`config.mk`:
```
export PLATFORM = sky130hd
export DESIGN_NAME = ccsr_queue
export DESIGN_NICKNAME = d
export VERILOG_FILES = /design/src/rtl/core/assert_macros.svh /design/src/rtl/core/ccsr_queue.sv
export SDC_FILE = /design/constraint.sdc
export NUM_CORES = 1
export LEC_CHECK = 0
export ABC_CLOCK_PERIOD_IN_PS = 1500
export BUFFER_PORTS_ARGS = -buffer_cell sky130_fd_sc_hd__buf_2
export CORE_UTILIZATION = 43
export CTS_CLUSTER_DIAMETER = 120
export DETAILED_ROUTE_END_ITERATION = 16
export PLACE_DENSITY_LB_ADDON = 0.1
export SETUP_SLACK_MARGIN = 0.05
export SYNTH_ARGS = -nofsm -noshare
export SYNTH_HDL_FRONTEND = slang
export SYNTH_SLANG_ARGS = --single-unit
```
`constraint.sdc`:
```
create_clock -name clk -period 1.5 [get_ports clk]
set_clock_uncertainty 0.1 [all_clocks]
set_input_delay 0.075 -clock clk [delete_from_list [all_inputs] [get_ports clk]]
set_output_delay 0.075 -clock clk [all_outputs]
set_load 0.005 [all_outputs]
```
`src/rtl/core/assert_macros.svh`:
```
// Assertion helpers, sampled on clk and masked while arst_n is low
`ifndef ASSERT_MACROS_SVH
`define ASSERT_MACROS_SVH

// plain concurrent property
`define ASSERT_CLK(label, prop, msg) \
	label: assert property (@(posedge clk) disable iff (!arst_n) prop) \
		else $error(msg);

// overlapping implication
`define ASSERT_IMPLY(label, ante, cons, msg) \
	`ASSERT_CLK(label, (ante) |-> (cons), msg)

`endif

```
`src/rtl/core/ccsr_queue.sv`:
```
`timescale 1ns / 1ps

module ccsr_queue #(
	parameter int W     = 8,
	parameter int DEPTH = 2
) (
	input  logic                           clk,
	input  logic                           arst_n,
	input  logic                           push,
	input  logic [W-1:0]                   wdata,
	output logic                           full,
	input  logic                           pop,
	output logic [W-1:0]                   rdata,
	output logic                           empty,
	output logic [$clog2(DEPTH+1)-1:0]     count
);

	localparam int AW   = (DEPTH > 1) ? $clog2(DEPTH) : 1;
	localparam int CNTW = $clog2(DEPTH+1);

	logic [W-1:0]    store_q [DEPTH];
	logic [AW-1:0]   wr_ptr_q;
	logic [AW-1:0]   rd_ptr_q;
	logic [CNTW-1:0] count_q;
	logic            do_push;
	logic            do_pop;

	assign full    = (count_q == CNTW'(DEPTH));
	assign empty   = (count_q == '0);
	assign count   = count_q;
	assign rdata   = store_q[rd_ptr_q];
	assign do_push = push && !full;
	assign do_pop  = pop && !empty;

	always_ff @(posedge clk or negedge arst_n) begin
		if (!arst_n) begin
			wr_ptr_q <= '0;
			rd_ptr_q <= '0;
			count_q  <= '0;
		end else begin
			if (do_push) begin
				wr_ptr_q <= (wr_ptr_q == AW'(DEPTH-1)) ? '0 : wr_ptr_q + AW'(1);
			end
			if (do_pop) begin
				rd_ptr_q <= (rd_ptr_q == AW'(DEPTH-1)) ? '0 : rd_ptr_q + AW'(1);
			end
			if (do_push && !do_pop) begin
				count_q <= count_q + CNTW'(1);
			end else if (do_pop && !do_push) begin
				count_q <= count_q - CNTW'(1);
			end
		end
	end

	always_ff @(posedge clk) begin
		if (do_push) begin
			store_q[wr_ptr_q] <= wdata;
		end
	end

endmodule

```
==> reports/metrics.csv <==
metric,value,unit
final_max_slew_viol_count,0,
power.density,1810,nW/µm²
yosys.area.top_type,edfxtp_1,
gr-total-overflow,0,
hold_viol,0,
synth_cell_type_count,15,
cp_slowest_cell,dfrtp_2,
worst_pin_slew,0.227,ns
drv_cap,0,
cts_buffers,3,
root_buffer,clkbuf_4,
fin_util,75.2,%
synth_top_area_share,61.4,%
cp_cell_sequence,"o21ai_2, ha_4, xor2_1, nor2_1, xor2_1",
syn_area_per_cell,17.8,µm²
p_leak,0.000568,µW
io-pin-count,24,
drt_first_pass_iters,4,
wl,1520,µm
rsz0062_at_grt,true,
ant_nets,0,
async_reset_ff_share,20.0,%
cp_common_cell,xor2_1,
clk_pin_slew,0.11,ns
hpwl,849,µm
cp.arrival,1.56,ns
synth_edf_count,16,
final_layout_size_suffix_gt1_share,61.5,%
grt_pass1_vias,509,
std_cell_rows,15,
clock-sinks,20,
num_vias,531,
drt_iter0_drc,16,
drc_errors,0,
status,finished clean,
max_freq,680,MHz
design_area,1280,µm²
drt-wirelength-per-cell,12.5,µm
htreeDepth,1,
synthTopCellsByArea,"edfxtp_1 (61%), dfrtp_1 (13%), mux2_1 (8.6%)",
drt-vias-per-instance,4.39,
syn_inst,44,
syn-num-nets,57,
synth_common_cells,"edfxtp_1 (16), mux2_1 (6), dfrtp_1 (4)",
peakVddDrop,1140,µV
insertion_delay,0.29,ns
dp_cells,97,
worst_setup_path_start_kind,flop,
fin_crit,1.47,ns
seq_area_frac_synth,74.2,%
antenna_found_initial,0,
core_area,1710,µm²
portBuffers,23,
cp-end-kind,flop,
relSlewSlack,84.9,%
die-area,1990,µm²
synth_most_common_cell,edfxtp_1,
ys_warn_count,0,
ys.flop_type,edfxtp_1,
cts_tree,done,
timing.critical_path.buf_inv,0,
ys_ff_latch,20,
cp_max_fo,5,
dieHeight,44.6,µm
place_congestion,0.634,
placed_area,986,µm²
crit_required,1.59,ns
area_growth,64.2,%
netlist_area,782,µm²
post-route-worst-setup-slack,0.0297,ns
initial_core_util,45.8,%
finalSetupViolCount,0,
clk_path_buf_depth,2,
place_worst_setup_slack,0.0357,ns
final_cells,121,
nets,110,
grt_first_pass_wirelength,2190,µm
grt_start_max_net_pins,12,
diodes,0,
hp-class,in2reg,
worst_path_largest_cell_delay,0.47,ns
cp_top_family,flip-flops,
track_usage,16.7,%
critPathKind,reg2reg,
period_share,98.0,%
die_w,44.6,µm
==> cells by family (layout without fill, tap and decap cells) <==
logic type | Yosys count | after routing | share of synthesized area, %
adder cells (fa/ha/maj) | 1 | 1 | 1.60
multiplexers | 8 | 8 | 11.5
XOR/XNOR | 5 | 5 | 6.56
AO/OA/AOI/OAI | 1 | 1 | 0.639
buffers and inverters | 3 | 55 | 1.60
flip-flops | 20 | 20 | 74.2
AND/OR/NAND/NOR | 6 | 6 | 3.84
==> per-layer routing <==
layer	up-vias	GRT usage [%]	share of wire [%]
met3	0	4.90	2.3
met5	-	0	0
met1	257	16.9	42
met2	12	30.3	56
met4	0	9.09	0
li1	262	-	-
==> through the flow <==
| stage | power [µW] | setup TNS [ns] | hold slack (ns) |
|---|---|---|---|
| finish | 2320 | 0 | 0.0822 |
| global placement | 1570 | 0 | -0.214 |
| global route | 2450 | -0.0961 | 0.0505 |
| CTS | 2040 | 0 | 0.0420 |
| floorplan | 1280 | 0 | -0.321 |
| detailed placement | 1580 | 0 | -0.214 |
==> what timing repair did <==
| item | 4_1_cts | 5_1_grt |
|---|---|---|
| gates resized for setup | 4 | 16 |
| hold buffers | 11 | 0 |
| endpoints found under the hold margin | 21 | 0 |
| pin swaps | 1 | 2 |
| buffers inserted | 5 | 4 |
| endpoints found under the setup margin | 9 | 10 |
==> power by group <==
group	total (µW)	internal, µW	switching (µW)	leakage (µW)
clock	301	148	153	0.0000210
sequential	887	781	106	0.000193
combinational	1130	724	407	0.000354
==> flip-flops by register name, summed over array words and instances, names as in the netlist <==
register	count
store_q	16
count	2
rd_ptr_q	1
wr_ptr_q	1
==> final timing paths <==
kind                          start  endpoint  slack [ns]  cells past startpoint
max in group asynchronous    arst_n  rd_ptr_q        0.55                      3
setup reg to reg           count[1]  count[1]        0.03                      5
hold / removal                  pop  rd_ptr_q        0.08                      4
hold reg to reg            count[1]  count[1]        0.46                      1
setup / recovery           count[1]  count[1]        0.03                      5
min in group asynchronous    arst_n  count[0]        0.56                      3
==> final cells by class <==
class / count / area (µm²)
clock buffer: 4 / 36.3
fill: 109 / 424
inverter: 2 / 7.51
multi-input combinational: 21 / 243
sequential: 20 / 583
tap: 25 / 31.3
timing repair buffer: 49 / 383
==> worst min-delay path: cells and delay by family <==
| kind | cells | cell delay [ns] |
|---|---|---|
| AO/OA/AOI/OAI | 1 | 0.10 |
| XOR/XNOR | 1 | 0.05 |
| buffers and inverters | 2 | 0.23 |
==> cell usage in the layout (no fill, tap or decap), drive strengths merged <==
cell	synthesis	layout
buf	1	38
edfxtp	16	16
dlygate4sd3	0	11
mux2	8	8
clkbuf	0	4
dfrtp	4	4
nor2	3	3
xnor2	3	3
xor2	2	2
inv	2	2
nand2b	1	1
nand2	1	1
o21ai	1	1
and3	1	1
ha	1	1
(Power assumes the default switching activity.)
