### src/rtl/core/assert_macros.svh
// Assertion helpers, sampled on clk and masked while arst_n is low
`ifndef ASSERT_MACROS_SVH
`define ASSERT_MACROS_SVH

// plain concurrent property
`define ASSERT_CLK(label, prop, msg) \
	label: assert property (@(posedge clk) disable iff (!arst_n) prop) \
		else $error(msg);

// overlapping implication
`define ASSERT_IMPLY(label, ante, cons, msg) \
	`ASSERT_CLK(label, (ante) |-> (cons), msg)

`endif

### src/rtl/core/ccsr_pkg.sv
`timescale 1ns / 1ps

package ccsr_pkg;

	localparam int PW     = 7;   // clipped pixel coordinate
	localparam int CW     = 10;  // signed working coordinate
	localparam int EXT_W  = 7;
	localparam int SQW    = 14;
	localparam int SYM_W  = 8;
	localparam int QDEPTH = 2;

	localparam logic [SYM_W-1:0] SPACE = 8'd32;

	typedef enum logic [2:0] {
		CMD_SQUARE = 3'd0,
		CMD_CIRCLE = 3'd1,
		CMD_TRI_TL = 3'd2,
		CMD_TRI_BL = 3'd3,
		CMD_TRI_TR = 3'd4,
		CMD_TRI_BR = 3'd5,
		CMD_FILL   = 3'd6,
		CMD_READ   = 3'd7
	} cmd_t;

	typedef enum logic {
		REG_CANVAS_WIDTH  = 1'b0,
		REG_CANVAS_HEIGHT = 1'b1
	} reg_idx_t;

	typedef enum logic [1:0] {
		OP_SOLID = 2'd0,
		OP_DISC  = 2'd1,
		OP_TRI   = 2'd2,
		OP_READ  = 2'd3
	} op_t;

	typedef enum logic [1:0] {
		ST_CLEAR = 2'd0,
		ST_IDLE  = 2'd1,
		ST_SCAN  = 2'd2
	} state_t;

	typedef struct packed {
		op_t                   op;
		logic                  flip_x;
		logic                  flip_y;
		logic                  outside;
		logic [PW-1:0]         x_lo;
		logic [PW-1:0]         x_hi;
		logic [PW-1:0]         y_lo;
		logic [PW-1:0]         y_hi;
		logic signed [CW-1:0]  ax;
		logic signed [CW-1:0]  ay;
		logic [SQW-1:0]        ssq;
		logic [SYM_W-1:0]      sym;
	} job_t;

	typedef struct packed {
		logic [SYM_W-1:0] pixel_symbol;
		logic             outside_canvas;
	} result_t;

endpackage

### src/rtl/core/ccsr_front.sv
`timescale 1ns / 1ps

module ccsr_front #(
	parameter int MAX_WIDTH  = 64,
	parameter int MAX_HEIGHT = 64
) (
	input  logic               clk,
	input  logic               arst_n,
	input  logic               push,
	output logic               full,
	input  logic [2:0]         cmd,
	input  logic signed [7:0]  pos_x,
	input  logic signed [7:0]  pos_y,
	input  logic [6:0]         extent,
	input  logic [7:0]         symbol,
	input  logic               wr_en,
	input  logic               wr_index,
	input  logic [6:0]         wr_data,
	input  logic               clearing,
	input  logic               q_full,
	output logic               q_push,
	output ccsr_pkg::job_t     q_data
);

	import ccsr_pkg::*;

	localparam logic signed [CW-1:0] ONE = CW'(1);

	logic [6:0] width_q;
	logic [6:0] height_q;
	logic [6:0] aw;
	logic [6:0] ah;

	logic signed [CW-1:0] cx, cy, se, he;
	logic signed [CW-1:0] awm1, ahm1;
	logic signed [CW-1:0] xl, xh, yl, yh;
	logic signed [CW-1:0] xlc, xhc, ylc, yhc;
	logic signed [CW-1:0] ax, ay;
	logic                 flip_x, flip_y;
	logic                 x_empty, y_empty;
	op_t                  op;

	always_ff @(posedge clk or negedge arst_n) begin
		if (!arst_n) begin
			width_q  <= 7'd64;
			height_q <= 7'd64;
		end else if (wr_en) begin
			unique case (reg_idx_t'(wr_index))
				REG_CANVAS_WIDTH:  width_q  <= wr_data;
				REG_CANVAS_HEIGHT: height_q <= wr_data;
			endcase
		end
	end

	// active canvas saturates at the store size
	assign aw = ({2'b00, width_q} > 9'(MAX_WIDTH)) ? 7'(MAX_WIDTH) : width_q;
	assign ah = ({2'b00, height_q} > 9'(MAX_HEIGHT)) ? 7'(MAX_HEIGHT) : height_q;

	assign cx   = CW'(pos_x);
	assign cy   = CW'(pos_y);
	assign se   = $signed({3'b000, extent});
	assign he   = $signed({4'b0000, extent[6:1]});
	assign awm1 = $signed({3'b000, aw}) - ONE;
	assign ahm1 = $signed({3'b000, ah}) - ONE;

	always_comb begin
		xl     = cx - he;
		xh     = cx - he + se - ONE;
		yl     = cy - he;
		yh     = cy - he + se - ONE;
		ax     = cx - he;
		ay     = cy - he;
		flip_x = 1'b0;
		flip_y = 1'b0;
		op     = OP_SOLID;
		unique case (cmd_t'(cmd))
			CMD_SQUARE: begin
				op = OP_SOLID;
			end
			CMD_CIRCLE: begin
				xl = cx - se;
				xh = cx + se;
				yl = cy - se;
				yh = cy + se;
				ax = cx;
				ay = cy;
				op = OP_DISC;
			end
			CMD_TRI_TL: begin
				op = OP_TRI;
			end
			CMD_TRI_BL: begin
				yl     = cy + he - se + ONE;
				yh     = cy + he;
				ay     = cy + he;
				flip_y = 1'b1;
				op     = OP_TRI;
			end
			CMD_TRI_TR: begin
				xl     = cx + he - se + ONE;
				xh     = cx + he;
				ax     = cx + he;
				flip_x = 1'b1;
				op     = OP_TRI;
			end
			CMD_TRI_BR: begin
				xl     = cx + he - se + ONE;
				xh     = cx + he;
				yl     = cy + he - se + ONE;
				yh     = cy + he;
				ax     = cx + he;
				ay     = cy + he;
				flip_x = 1'b1;
				flip_y = 1'b1;
				op     = OP_TRI;
			end
			CMD_FILL: begin
				xl = '0;
				xh = awm1;
				yl = '0;
				yh = ahm1;
				op = OP_SOLID;
			end
			CMD_READ: begin
				xl = cx;
				xh = cx;
				yl = cy;
				yh = cy;
				op = OP_READ;
			end
		endcase
	end

	// clip to the active canvas; an empty span means nothing lands on it
	assign xlc     = (xl < 0) ? '0 : xl;
	assign xhc     = (xh > awm1) ? awm1 : xh;
	assign ylc     = (yl < 0) ? '0 : yl;
	assign yhc     = (yh > ahm1) ? ahm1 : yh;
	assign x_empty = (xhc < xlc);
	assign y_empty = (yhc < ylc);

	assign full   = q_full || clearing;
	assign q_push = push && !full && ((op == OP_READ) || !(x_empty || y_empty));

	always_comb begin
		q_data.op      = op;
		q_data.flip_x  = flip_x;
		q_data.flip_y  = flip_y;
		q_data.outside = x_empty || y_empty;
		q_data.x_lo    = xlc[PW-1:0];
		q_data.x_hi    = xhc[PW-1:0];
		q_data.y_lo    = ylc[PW-1:0];
		q_data.y_hi    = yhc[PW-1:0];
		q_data.ax      = ax;
		q_data.ay      = ay;
		q_data.ssq     = SQW'(extent) * SQW'(extent);
		q_data.sym     = symbol;
	end

endmodule

### config.mk
export PLATFORM = sky130hd
export DESIGN_NAME = ccsr_front
export DESIGN_NICKNAME = d
export VERILOG_FILES = /design/src/rtl/core/assert_macros.svh /design/src/rtl/core/ccsr_pkg.sv /design/src/rtl/core/ccsr_front.sv
export SDC_FILE = /design/constraint.sdc
export NUM_CORES = 1
export LEC_CHECK = 0
export BUFFER_PORTS_ARGS = -buffer_cell sky130_fd_sc_hd__buf_2
export CAP_MARGIN = 20
export CELL_PAD_IN_SITES_DETAIL_PLACEMENT = 0
export CELL_PAD_IN_SITES_GLOBAL_PLACEMENT = 1
export CORE_MARGIN = 4
export CORE_UTILIZATION = 48
export DETAILED_ROUTE_END_ITERATION = 6
export GPL_TIMING_DRIVEN = 0
export PLACE_DENSITY_LB_ADDON = 0.1
export SLEW_MARGIN = 5
export SYNTH_ARGS = -nofsm -noshare
export SYNTH_HDL_FRONTEND = slang
export SYNTH_SLANG_ARGS = --single-unit
### constraint.sdc
create_clock -name clk -period 12.7 [get_ports clk]
set_clock_uncertainty 0.2 [all_clocks]
set_input_delay 0.635 -clock clk [delete_from_list [all_inputs] [get_ports clk]]
set_output_delay 0.635 -clock clk [all_outputs]
set_load 0.02 [all_outputs]
==> flow_summary.toml <==
[outcome]
violations = "design-rule violations"
run_status = "complete, but fails checks"

[floorplan]
io_pins = 125
core-area_sq_um = 18000
start_util_pct = 48.7
dieHeight_um = 143
num_rows = 49
die_area_sq_um = 20500
die_w_um = 143

[synthesis]
synth_nets = 1435
syn_area_sq_um = 8750
syn_inst = 1195
synthMostInstantiatedCell = "ha_1"
yosys.area.top_type = "ha_1"
synth_cell_types = 88
async_flop_share_pct = 100
synthFlopType = "dfrtp_1"
synth_area_leaders = "ha_1 24%, fa_1 6.2%, xnor2_1 5.8%"
synth-seq-area-share_pct = 4.03
syn_area_per_cell_sq_um = 7.32
synth_commonest_cells = "165 x ha_1, 115 x nor2_1, 105 x inv_1"
synth_edf_count = 0
ys_seq_elements = 14
yosysWarnings = 0
netlist.area_leader.share_pct = 23.6

[global_route]
grt_pass1_vias = 8519
antenna_found_initial = 0
grt_usage_pct = 28.9
grt_pass1_wl_um = 46700
grt_overflow_total = 0
grt_start_max_net_pins = 17

[timing]
rsz0062_at_grt = "false"
slew_viol_final = 0
maxSlewHeadroom_pct = 46.7
finalHoldViolCount = 0
tightestPinTransition_ps = 799
max_freq_ghz = 0.103
fin_setup_tns_ps = 0
fin_crit_sh_pct = 76.1
holdWs_ps = 71.3
setup_viol = 0
min_period_ps = 9660

[drt]
vias = 9152
drt-pass1-iter-count = 7
drt_iter0_drc = 805
drtAntennaViolNets = 0
wl_per_cell_um = 19.6
drcViolationCount = 5
vias_per_cell = 5.94
wirelength_um = 30200

[power]
p_per_area_nw_per_um2 = 116
leakagePower_uw = 0.00467
power.share.switching_pct = 56.3
clkPwrFrac_pct = 5.8
power.internal_uw = 491
comb_power_share_pct = 88.9
p_switching_uw = 633
power_frac_seq_pct = 5.3
vdd_ir_drop_max_mv = 0.104

[critical_path]
slowest_delay_ps = 640
worstSetupEndpointType = "primary output"
critical_path_buf_inv_count = 7
critPathMaxFanout = 12
r2r_cells = 2
path_class = "in -> out"
arrival_ps = 8830
critPathSlowestCell = "clkbuf_1"
crit_path_frequent_cell = "ha_1"
crit_cells = 33
start_kind = "input port"
cp_top_family = "compound AO/OA/AOI/OAI gates"
cp.required_ps = 11860

[job]
cap_violations = 0

[cts]
cts_setup_buffers = 0
cts.sinks = 14
cts_buffers = 3
cts_buffer_depth = 2
h-tree-depth = 1
path_clk_slew_ps = 50
tritoncts = "built"
hold_buffers = 0
cts_resized = 0
clk_latency_ps = 240
root_buffer = "clkbuf_16"

[final_layout]
area_delta_synth_final_pct = 10.8
seqCellArea_sq_um = 353
antennaDiodeCount = 0
fin_nets = 1554
drive_gt1_share_pct = 14.4
multi_input_area_sq_um = 7660
fillCellCount = 1817

[place]
place_congestion = 0.992
numPortBuffers = 114
hpwlAfterDp_um = 24900

[min_path]
worst_hold_path_type = "in -> async"
[worst paths after layout]
check	from	end	slack [ps]
setup / recovery	extent[5]	q_data[70]	3040
hold reg to reg	height_q[4]	height_q[4]	360
min in group clk	height_q[4]	height_q[4]	360
setup reg to reg	width_q[6]	width_q[6]	11420
hold / removal	arst_n	height_q[1]	70
max in group asynchronous	arst_n	height_q[6]	11950
[layout by cell type (no fill, tap or decap), types with 6 or more instances in the layout]
cell type    n
mux2i_1      8
nor2b_1     25
fa_1        27
a221oi_1     7
inv_1      105
nand2_1     91
a211oi_1    11
ha_1       165
a22oi_1     11
nand3_1     15
a31oi_1     10
o211ai_1    13
o22ai_1     12
xor2_1      24
o21a_1      13
xnor2_1     58
a21o_1      24
nand2b_1    19
buf_4       15
mux2_2      17
buf_2      120
o41ai_1      6
o21ai_0     67
and3_1      10
a21oi_1     85
nor2_1     115
or2_2        8
dfrtp_1     12
o21bai_1    14
o21ai_1      7
o31ai_1      9
o31a_1       6
nor3_1      28
or3_1        6
clkbuf_1    40
[stage by stage]
| stage | total power, uW | setup slack, ps | area, sq um | cells | util (%) |
|---|---|---|---|---|---|
| floorplan | 782 | 4990 | 8750 | 1195 | - |
| global placement | 1040 | 3110 | 9610 | 1538 | 53.5 |
| detailed placement | 1050 | 3200 | 9610 | 1538 | 53.5 |
| CTS | 1120 | 3190 | 9700 | 1542 | 54.0 |
| global route | 1240 | 2540 | 9700 | 1542 | 54.0 |
| finish | 1120 | 3040 | 9700 | 1542 | 54.0 |
[kinds of logic (layout without fill, tap and decap cells)]
family / Yosys count / after routing / synth area share, %
DFF: 14 / 14 / 4.03
muxes: 26 / 26 / 3.26
other: 1 / 1 / 0.0429
AOI/OAI and AO/OA: 352 / 352 / 27.1
and+or+nand+nor: 348 / 348 / 18.9
xor gates and xnor gates: 82 / 82 / 8.21
buffers and inverters: 178 / 296 / 8.45
adders and majority gates: 194 / 194 / 30.0
[state kept, by name (all words and copies together), names as in the netlist]
signal    count
height_q      7
width_q       7
[metal layers]
metal,share of wire [%],up-vias,global-route usage [%]
met4,2.2,0,5.90
met5,0,-,0
met3,7.7,54,3.32
met2,44,323,46.2
met1,46,4285,42.0
li1,-,4490,-
[cell type report]
type / count / share of cell area, %
multi-input cells: 1003 / 79.0
repair buffers: 114 / 5.88
inverters: 112 / 4.34
flip-flops and latches: 14 / 3.64
plain buffers: 66 / 3.29
well taps: 229 / 2.96
clock buffers: 4 / 0.916
[power by group through the flow]
stage               Combinational, uW  Sequential (uW)  Clock (uW)
finish                           1000             59.5        65.1
floorplan                         724             57.7           0
detailed placement                987             59.9           0
global placement                  980             59.9           0
global route                     1110             60.6        68.5
CTS                               994             59.6        66.0
No activity file was read; power rests on OpenSTA's default activity.
